## src/hw/rtl/lobm_pkg.sv

```systemverilog
`timescale 1ns / 1ps
// ----------------------------------------------------------------------------
// lobm_pkg: shared types and codes
// Event and outcome codes and the controller/datapath command and status
// structures of the order book matcher.
// ----------------------------------------------------------------------------
package lobm_pkg;

  localparam int QTY_W   = 31;
  localparam int ID_W    = 32;
  localparam int STAMP_W = 40;

  localparam logic [1:0] EV_DONE    = 2'd0;
  localparam logic [1:0] EV_UPDATE  = 2'd1;
  localparam logic [1:0] EV_SUMMARY = 2'd2;

  localparam logic [1:0] OC_RESTED = 2'd0;
  localparam logic [1:0] OC_FILLED = 2'd1;
  localparam logic [1:0] OC_ZERO   = 2'd2;
  localparam logic [1:0] OC_FULL   = 2'd3;

  typedef struct packed {
    logic load;       // capture the incoming order
    logic scan_start; // clear the best-so-far
    logic scan_step;  // examine the entry at the scan index
    logic fill;       // apply a fill to the best entry
    logic rest;       // write the remainder into a free slot
  } lobm_cmd_t;

  typedef struct packed {
    logic qty_zero;   // remaining quantity is zero
    logic scan_last;  // scan index is at the final entry
    logic found;      // a crossing entry was found
    logic free_found; // a free slot exists on the own side
  } lobm_sts_t;

endpackage

```

## src/hw/rtl/lobm_ctrl.sv

```systemverilog
`timescale 1ns / 1ps
// ----------------------------------------------------------------------------
// lobm_ctrl: match sequencer
// Steps each order through scan, fill, rest and summary, and drives the
// output register.
// ----------------------------------------------------------------------------
module lobm_ctrl (
  input  logic                clk,
  input  logic                rst_n,
  input  logic                in_valid,
  output logic                in_stall,
  input  logic [30:0]         in_order_quantity,
  output logic                out_valid,
  input  logic                out_stall,
  output logic [1:0]          out_event_kind,
  output logic [31:0]         out_event_order_id,
  output logic [1:0]          out_outcome,
  output logic                out_last_result,
  output lobm_pkg::lobm_cmd_t cmd,
  input  lobm_pkg::lobm_sts_t sts,
  input  logic [31:0]         ev_id,
  input  logic                ev_done,
  input  logic [31:0]         ord_id
);
  import lobm_pkg::*;

  localparam logic [2:0] S_IDLE = 3'd0;
  localparam logic [2:0] S_SCAN = 3'd1;
  localparam logic [2:0] S_FILL = 3'd2;
  localparam logic [2:0] S_EVT  = 3'd3;
  localparam logic [2:0] S_END  = 3'd4;
  localparam logic [2:0] S_WAIT = 3'd5;

  logic [2:0]  state_r, state_nxt;
  logic        ovld_r, ovld_nxt;
  logic [1:0]  kind_r, kind_nxt, outc_r, outc_nxt;
  logic [31:0] oid_r, oid_nxt;
  logic        last_r, last_nxt;
  logic        out_free;
  // A zero-quantity order never scans, so its summary is tagged on entry.
  logic        zero_r;

  assign out_free = !ovld_r || !out_stall;
  assign in_stall = (state_r != S_IDLE);

  always_comb begin
    state_nxt = state_r;
    ovld_nxt  = ovld_r && out_stall;
    kind_nxt  = kind_r;
    outc_nxt  = outc_r;
    oid_nxt   = oid_r;
    last_nxt  = last_r;
    cmd       = '0;
    case (state_r)
      S_IDLE: begin
        if (in_valid) begin
          cmd.load = 1'b1;
          cmd.scan_start = 1'b1;
          state_nxt = (in_order_quantity == '0) ? S_END : S_SCAN;
        end
      end
      S_SCAN: begin
        cmd.scan_step = 1'b1;
        if (sts.scan_last) state_nxt = S_FILL;
      end
      S_FILL: begin
        if (sts.found && !sts.qty_zero) begin
          cmd.fill = 1'b1;
          state_nxt = S_EVT;
        end else begin
          state_nxt = S_END;
        end
      end
      S_EVT: begin
        if (out_free) begin
          ovld_nxt = 1'b1;
          kind_nxt = ev_done ? EV_DONE : EV_UPDATE;
          oid_nxt  = ev_id;
          outc_nxt = OC_RESTED;
          last_nxt = 1'b0;
          cmd.scan_start = 1'b1;
          state_nxt = sts.qty_zero ? S_END : S_SCAN;
        end
      end
      S_END: begin
        if (out_free) begin
          ovld_nxt = 1'b1;
          kind_nxt = EV_SUMMARY;
          oid_nxt  = ord_id;
          last_nxt = 1'b1;
          state_nxt = S_WAIT;
          if (zero_r) begin
            outc_nxt = OC_ZERO;
          end else if (sts.qty_zero) begin
            outc_nxt = OC_FILLED;
          end else if (sts.free_found) begin
            outc_nxt = OC_RESTED;
            cmd.rest = 1'b1;
          end else begin
            outc_nxt = OC_FULL;
          end
        end
      end
      S_WAIT: state_nxt = S_IDLE;
      default: state_nxt = S_IDLE;
    endcase
  end

  always_ff @(posedge clk) begin
    if (!rst_n) begin
      state_r <= S_IDLE;
      ovld_r  <= 1'b0;
      zero_r  <= 1'b0;
    end else begin
      state_r <= state_nxt;
      ovld_r  <= ovld_nxt;
      if (state_r == S_IDLE && in_valid) zero_r <= (in_order_quantity == '0);
    end
    kind_r <= kind_nxt;
    oid_r  <= oid_nxt;
    last_r <= last_nxt;
    outc_r <= outc_nxt;
  end

  assign out_valid          = ovld_r;
  assign out_event_kind     = kind_r;
  assign out_event_order_id = oid_r;
  assign out_outcome        = outc_r;
  assign out_last_result    = last_r;

`ifndef SYNTHESIS
  a_idle_accept: assert property (@(posedge clk) disable iff (!rst_n)
    (in_valid && !in_stall) |=> state_r != S_IDLE) else $error("accept lost");
  a_last_sum: assert property (@(posedge clk) disable iff (!rst_n)
    (out_valid && out_last_result) |-> out_event_kind == EV_SUMMARY)
    else $error("last beat is not a summary");
  a_rest_once: assert property (@(posedge clk) disable iff (!rst_n)
    cmd.rest |=> state_r == S_WAIT) else $error("rest out of sequence");
`endif

endmodule

```

## config.mk

```make
export PLATFORM = sky130hd
export DESIGN_NAME = lobm_ctrl
export DESIGN_NICKNAME = d
export VERILOG_FILES = /design/src/hw/rtl/lobm_pkg.sv /design/src/hw/rtl/lobm_ctrl.sv
export SDC_FILE = /design/constraint.sdc
export NUM_CORES = 1
export LEC_CHECK = 0
export BUFFER_PORTS_ARGS = -buffer_cell sky130_fd_sc_hd__buf_2
export CAP_MARGIN = 15
export CORE_MARGIN = 2
export CORE_UTILIZATION = 36
export DETAILED_ROUTE_END_ITERATION = 12
export PLACE_DENSITY_LB_ADDON = 0.1
export REMOVE_ABC_BUFFERS = 1
export SLEW_MARGIN = 10
export SYNTH_ARGS = -nofsm -noshare
export SYNTH_HDL_FRONTEND = slang
export SYNTH_SLANG_ARGS = --single-unit
```

## constraint.sdc

```tcl
create_clock -name clk -period 3.05 [get_ports clk]
set_clock_uncertainty 0.15 [all_clocks]
set_input_delay 0.61 -clock clk [delete_from_list [all_inputs] [get_ports clk]]
set_output_delay 0.61 -clock clk [all_outputs]
set_load 0.005 [all_outputs]
```

==> After elaboration in Yosys (flattened, before gate mapping) <==
Cells that the tools add are included.
{ "classes": {"n_eq_ne": 8, "n_mux": 38, "n_reduce_logical": 14} }
{ "op_table": {"columns": ["op", "n"], "rows": [
  ["32-bit 2-to-1 mux", 2],
  ["32-bit one-hot mux with 2 select lines", 1],
  ["31-bit zero test", 1],
  ["3-bit 2-to-1 mux", 7],
  ["2-bit 2-to-1 mux", 8],
  ["1-bit 2-to-1 mux", 15],
  ["3-bit one-hot mux with 5 select lines", 1],
  ["2-bit inequality test, second input constant", 4],
  ["2-bit one-hot mux with 2 select lines", 2],
  ["3-bit by 2-bit equality test with 1-bit output, second input constant", 2],
  ["1-bit one-hot mux with 2 select lines", 2],
  ["4-bit AND reduction", 1],
  ["3-bit by 1-bit equality test with 1-bit output, second input constant", 1],
  ["3-bit equality test, second input constant", 1],
  ["1-bit logical AND", 3],
  ["1-bit zero test", 3],
  ["3-bit zero test", 1],
  ["3-bit AND reduction", 1],
  ["3-bit nonzero test", 1],
  ["2-bit nonzero test", 1],
  ["2-bit OR reduction", 1],
  ["1-bit logical OR", 1]
]} }
{ "totals": {"reg_bits": 42, "inputBits": 104, "output_inout_bits": 44, "elab_cells": 67} }

==> Longest topological paths before layout <==
{ "logic_depth": {"ltp_word": 5, "mapped_depth": 7, "ltp_nobuf": 5} }

==> Worst setup path before layout <==
Ideal clock, no wire load.
{ "synth_path": {"kind": "reg-to-reg", "start": "reg state_r[0]", "end": "reg kind_r[0] (netlist: out_event_kind[0]) (enable)", "setup_ns": 0.431, "t_arrival_ns": 2.510, "required_ns": 2.469, "setup_slack_ns": -0.042, "stages_incl_launch_ff": 7, "path_buffers": 1, "synth_period_minus_slack_ns": 3.092, "path_cell_list": "dfxtp_1 -> buf_6 -> nor2_2 -> nand2_1 -> inv_2 -> a21oi_1 -> nor2_1"} }
{ "synth_via": {"elab_chain_len": 3, "word_cells_on_any_way": 6, "cone_classes": "eq/ne (4); reduce/logical (2)"} }
{ "synth_rtl": {"columns": ["element", "line", "text"], "rows": [
  ["from (decl)", "lobm_ctrl.sv:34", "logic [2:0] state_r, state_nxt;"],
  ["from (signal assigned)", "lobm_ctrl.sv:115", "state_r <= state_nxt;"],
  ["3-bit by 2-bit equality test with 1-bit output or 3-bit equality test (tied branches)", "lobm_ctrl.sv:54", "case (state_r)"],
  ["2-bit inequality test (no line) or 2-bit nonzero test (tied branches)", null, null],
  ["3-bit AND reduction (no line) (*)", null, null],
  ["to (signal assigned)", "lobm_ctrl.sv:119", "kind_r <= kind_nxt;"],
  ["to (decl)", "lobm_ctrl.sv:36", "logic [1:0] kind_r, kind_nxt, outc_r, outc_nxt;"]
]} }
Mark *: on every way between the ends. The rest lies on a longest branch, timed or not.
A chain may end at the register's enable or synchronous reset.

==> summary.md <==
| Metric | Value |
|---|---|
| # Max-Cap Violations | 0 |
| P&R area growth vs syn | 48.6% |
| Sink Count | 42 |
| Storage element area | 0.00121 sq mm |
| Distinct cells, synth | 30 |
| Post-synthesis sequential area ratio | 61.3% |
| Grt total ovfl | 0 |
| Hold crit path type | input port to flop |
| Pwr Density | 463 mW/mm^2 |
| Post-Place Cells | 421 |
| Routed WL per cell | 12.3 microns |
| Via count | 1905 |
| Avg Inst Size Synth | 9.45 sq um |
| DP Worst Slack | 0.872 ns |
| Final Setup Violations | 0 |
| Hold Buf Count CTS | 0 |
| Reg-to-Reg Start | state_r[1]$_SDFFE_PN0P_ |
| Status | complete, no violations |
| Worst-Margin Slew | 0.446 ns |
| Pins Over Slew Limit | 0 |
| Fin crit share | 76.0% |
| Critical R2R Capture | out_event_order_id[7]$_DFFE_PP_ |
| Final non-filler cell total | 429 |
| Final min period | 2.32 ns |
| H-tree depth | 2 |
| Largest family of logic cells by synthesized area | simple AND/OR/NAND/NOR gates |
| Synth Area in Compound Gates | 5.83% |
| Final hold viol count | 0 |
| R2R depth | 7 |
| Crit end category | output pin |
| CTS resizes | 0 |
| Clock slew at reported path FFs | 0.08 ns |
| Multi-input logic area | 716 sq um |
| Synthesis-stage register bit count | 42 |
| Endpoint arrival time on the critical path | 1.56 ns |
| Synthesized area | 0.00198 sq mm |
| CTS tree | built |
| DRT Pass-1 Iters | 4 |
| CTS buffer count | 5 |
| Antenna violations before repair | 0 |
| Routed Antenna Nets | 0 |
| Clock buffer depth | 2 |
| Largest net degree at the start of global routing | 37 |
| Reg2Reg Setup Slack | 0.88 ns |
| YS warnings | 0 |
| Cell count after synthesis | 209 |
| DP Wirelength | 4.01 mm |
| Core Area | 0.00520 sq mm |
| Max FO, Critical Path | 16 |
| I/O pin cnt | 148 |
| Adder-Cell Fraction of Synth Area | 0% |
| Peak Freq | 432 MHz |
| Vias in the first global route | 1758 |
| Crit path from | state_r[1]$_SDFFE_PN0P_ |
| ANT cells | 0 |
| Post-CTS Repair Setup Buffers | 0 |
| Leak | 1.44 nW |
| Post-Synth XOR/XNOR Area | 0% |
| Final net count | 462 |
| Simple-gate share of the synthesized area | 29.4% |
| PortBufs | 147 |
| Max IR drop VDD | 0.215 mV |
| Fillers | 508 |
| Root Driver | clkbuf_8 |
| Path type of the worst setup path | flop to output pin |
| Wirelength, routed | 5.26 mm |
| Relative slew slack | 70.2% |
| CP endpoint | cmd[0] |
| Worst setup SP type | flop |
| Final WS setup | 0.733 ns |
| Commonest non-fill, non-tap cell in the layout | buf_2 |
| Unrepaired setup endpoints after global routing | false |
| DRC viols | 0 |
| Commonest cells after routing, fill and taps aside | buf_2 (147), nand2_1 (100), edfxtp_1 (37) |
| DR iter-0 viols | 78 |
| Die area | 0.00610 sq mm |
| Layout cells sized above 1 | 45.4% |
| Total track usage | 17.3% |
| Rows | 26 |
| Worst-Skew Late Latency | 0.29 ns |
| Die Y | 78.1 microns |
| Multiplexer share of the synthesized area | 0.570% |
| WP data required | 2.29 ns |
| Initial Util | 38.0% |
| RD Place Congestion | 0.881 |
| Die X | 78.1 microns |
| First-pass GRT wire length | 8.30 mm |
| DR vias/cell | 4.44 |
[Yosys cell counts]
library cell  instances  area [sq um]
nand4_1               2          12.5
o211a_1               1          10.0
or3b_4                1          11.3
dfxtp_1               5           100
o21bai_1              1          7.51
inv_2                 1          3.75
a221oi_1              1          8.76
a21oi_1               6          30.0
mux2_2                1          11.3
nand3_1               3          15.0
nor4b_1               1          8.76
nor2b_1               1          6.26
nor2_2                1          6.26
nor4_1                8          50.1
a32o_1                1          10.0
edfxtp_1             37          1110
o21ai_0               2          10.0
inv_1                 2          7.51
nor2_1                9          33.8
o21a_1                1          7.51
nand2b_1              4          25.0
buf_6                 1          11.3
clkbuf_1              5          18.8
nor3_1                5          25.0
a21boi_0              1          7.51
buf_2                 3          15.0
o41ai_1               1          8.76
and2_1                2          12.5
nand2_1             100           375
o31ai_1               2          15.0
[report_power, final]
part           internal, mW  switching [mW]
clock network         0.324           0.186
registers             0.649          0.0135
logic                0.0991          0.0882
total                  1.07           0.288
[per-layer routing]
layer,part of all wire (%),track usage [%]
met1,44,22.6
met2,46,28.4
met3,8.0,4.71
met4,1.1,4.74
met5,0,0
[final cells by class]
type / instances / area share (%)
inverters: 3 / 0.383
well taps: 70 / 2.98
repair buffers: 151 / 26.5
clock inverters: 3 / 2.17
clock buffers: 5 / 2.34
flip-flops and latches: 42 / 41.2
multi-input cells: 155 / 24.4
[worst min path at each step]
stage | from | endpoint | slack, ns | depth (start not counted)
final | ord_id[21] | out_event_order_id[21]$_DFFE_PP_ | 0.43 | 3
after global routing | ord_id[20] | out_event_order_id[20]$_DFFE_PP_ | 0.42 | 3
after detailed placement | out_valid$_SDFF_PN0_ | out_valid$_SDFF_PN0_ | 0.48 | 2
after global placement | zero_r$_SDFFE_PN0P_ | out_outcome[1]$_SDFFCE_PN0P_ | 0.48 | 2
after floorplan | zero_r$_SDFFE_PN0P_ | out_outcome[1]$_SDFFCE_PN0P_ | 0.41 | 2
after CTS | ord_id[20] | out_event_order_id[20]$_DFFE_PP_ | 0.42 | 3
[cells by family after synthesis]
logic type             Yosys count
and+or+nand+nor                137
AOI/OAI and AO/OA               17
DFF                             42
buffers and inverters           12
muxes                            1
[through the flow]
stage | setup TNS [ns] | total power, mW | util (%) | instance area (sq um) | hold WS [ns]
finish | 0 | 1.36 | 56.4 | 2940 | 0.427
global route | 0 | 1.42 | 56.4 | 2940 | 0.425
CTS | 0 | 1.38 | 56.4 | 2940 | 0.416
detailed placement | 0 | 0.863 | 53.9 | 2800 | 0.481
global placement | 0 | 0.862 | 53.9 | 2800 | 0.478
floorplan | -28.76 | 0.751 | - | 1930 | 0.409
[worst max-delay path, stage by stage, from the launching register on]
cell and delay (ns):
dfxtp_1 0.45, nor2_2 0.20, nand2_1 0.09, buf_4 0.22, nor3_1 0.17, buf_2 0.13
[state kept, by name, summed over array words and instances (netlist names)]
signal              flops
out_event_order_id     32
out_outcome             2
zero_r                  1
out_event_kind          2
state_r                 3
out_valid               1
out_last_result         1
Power figures use the tool's default switching activity.
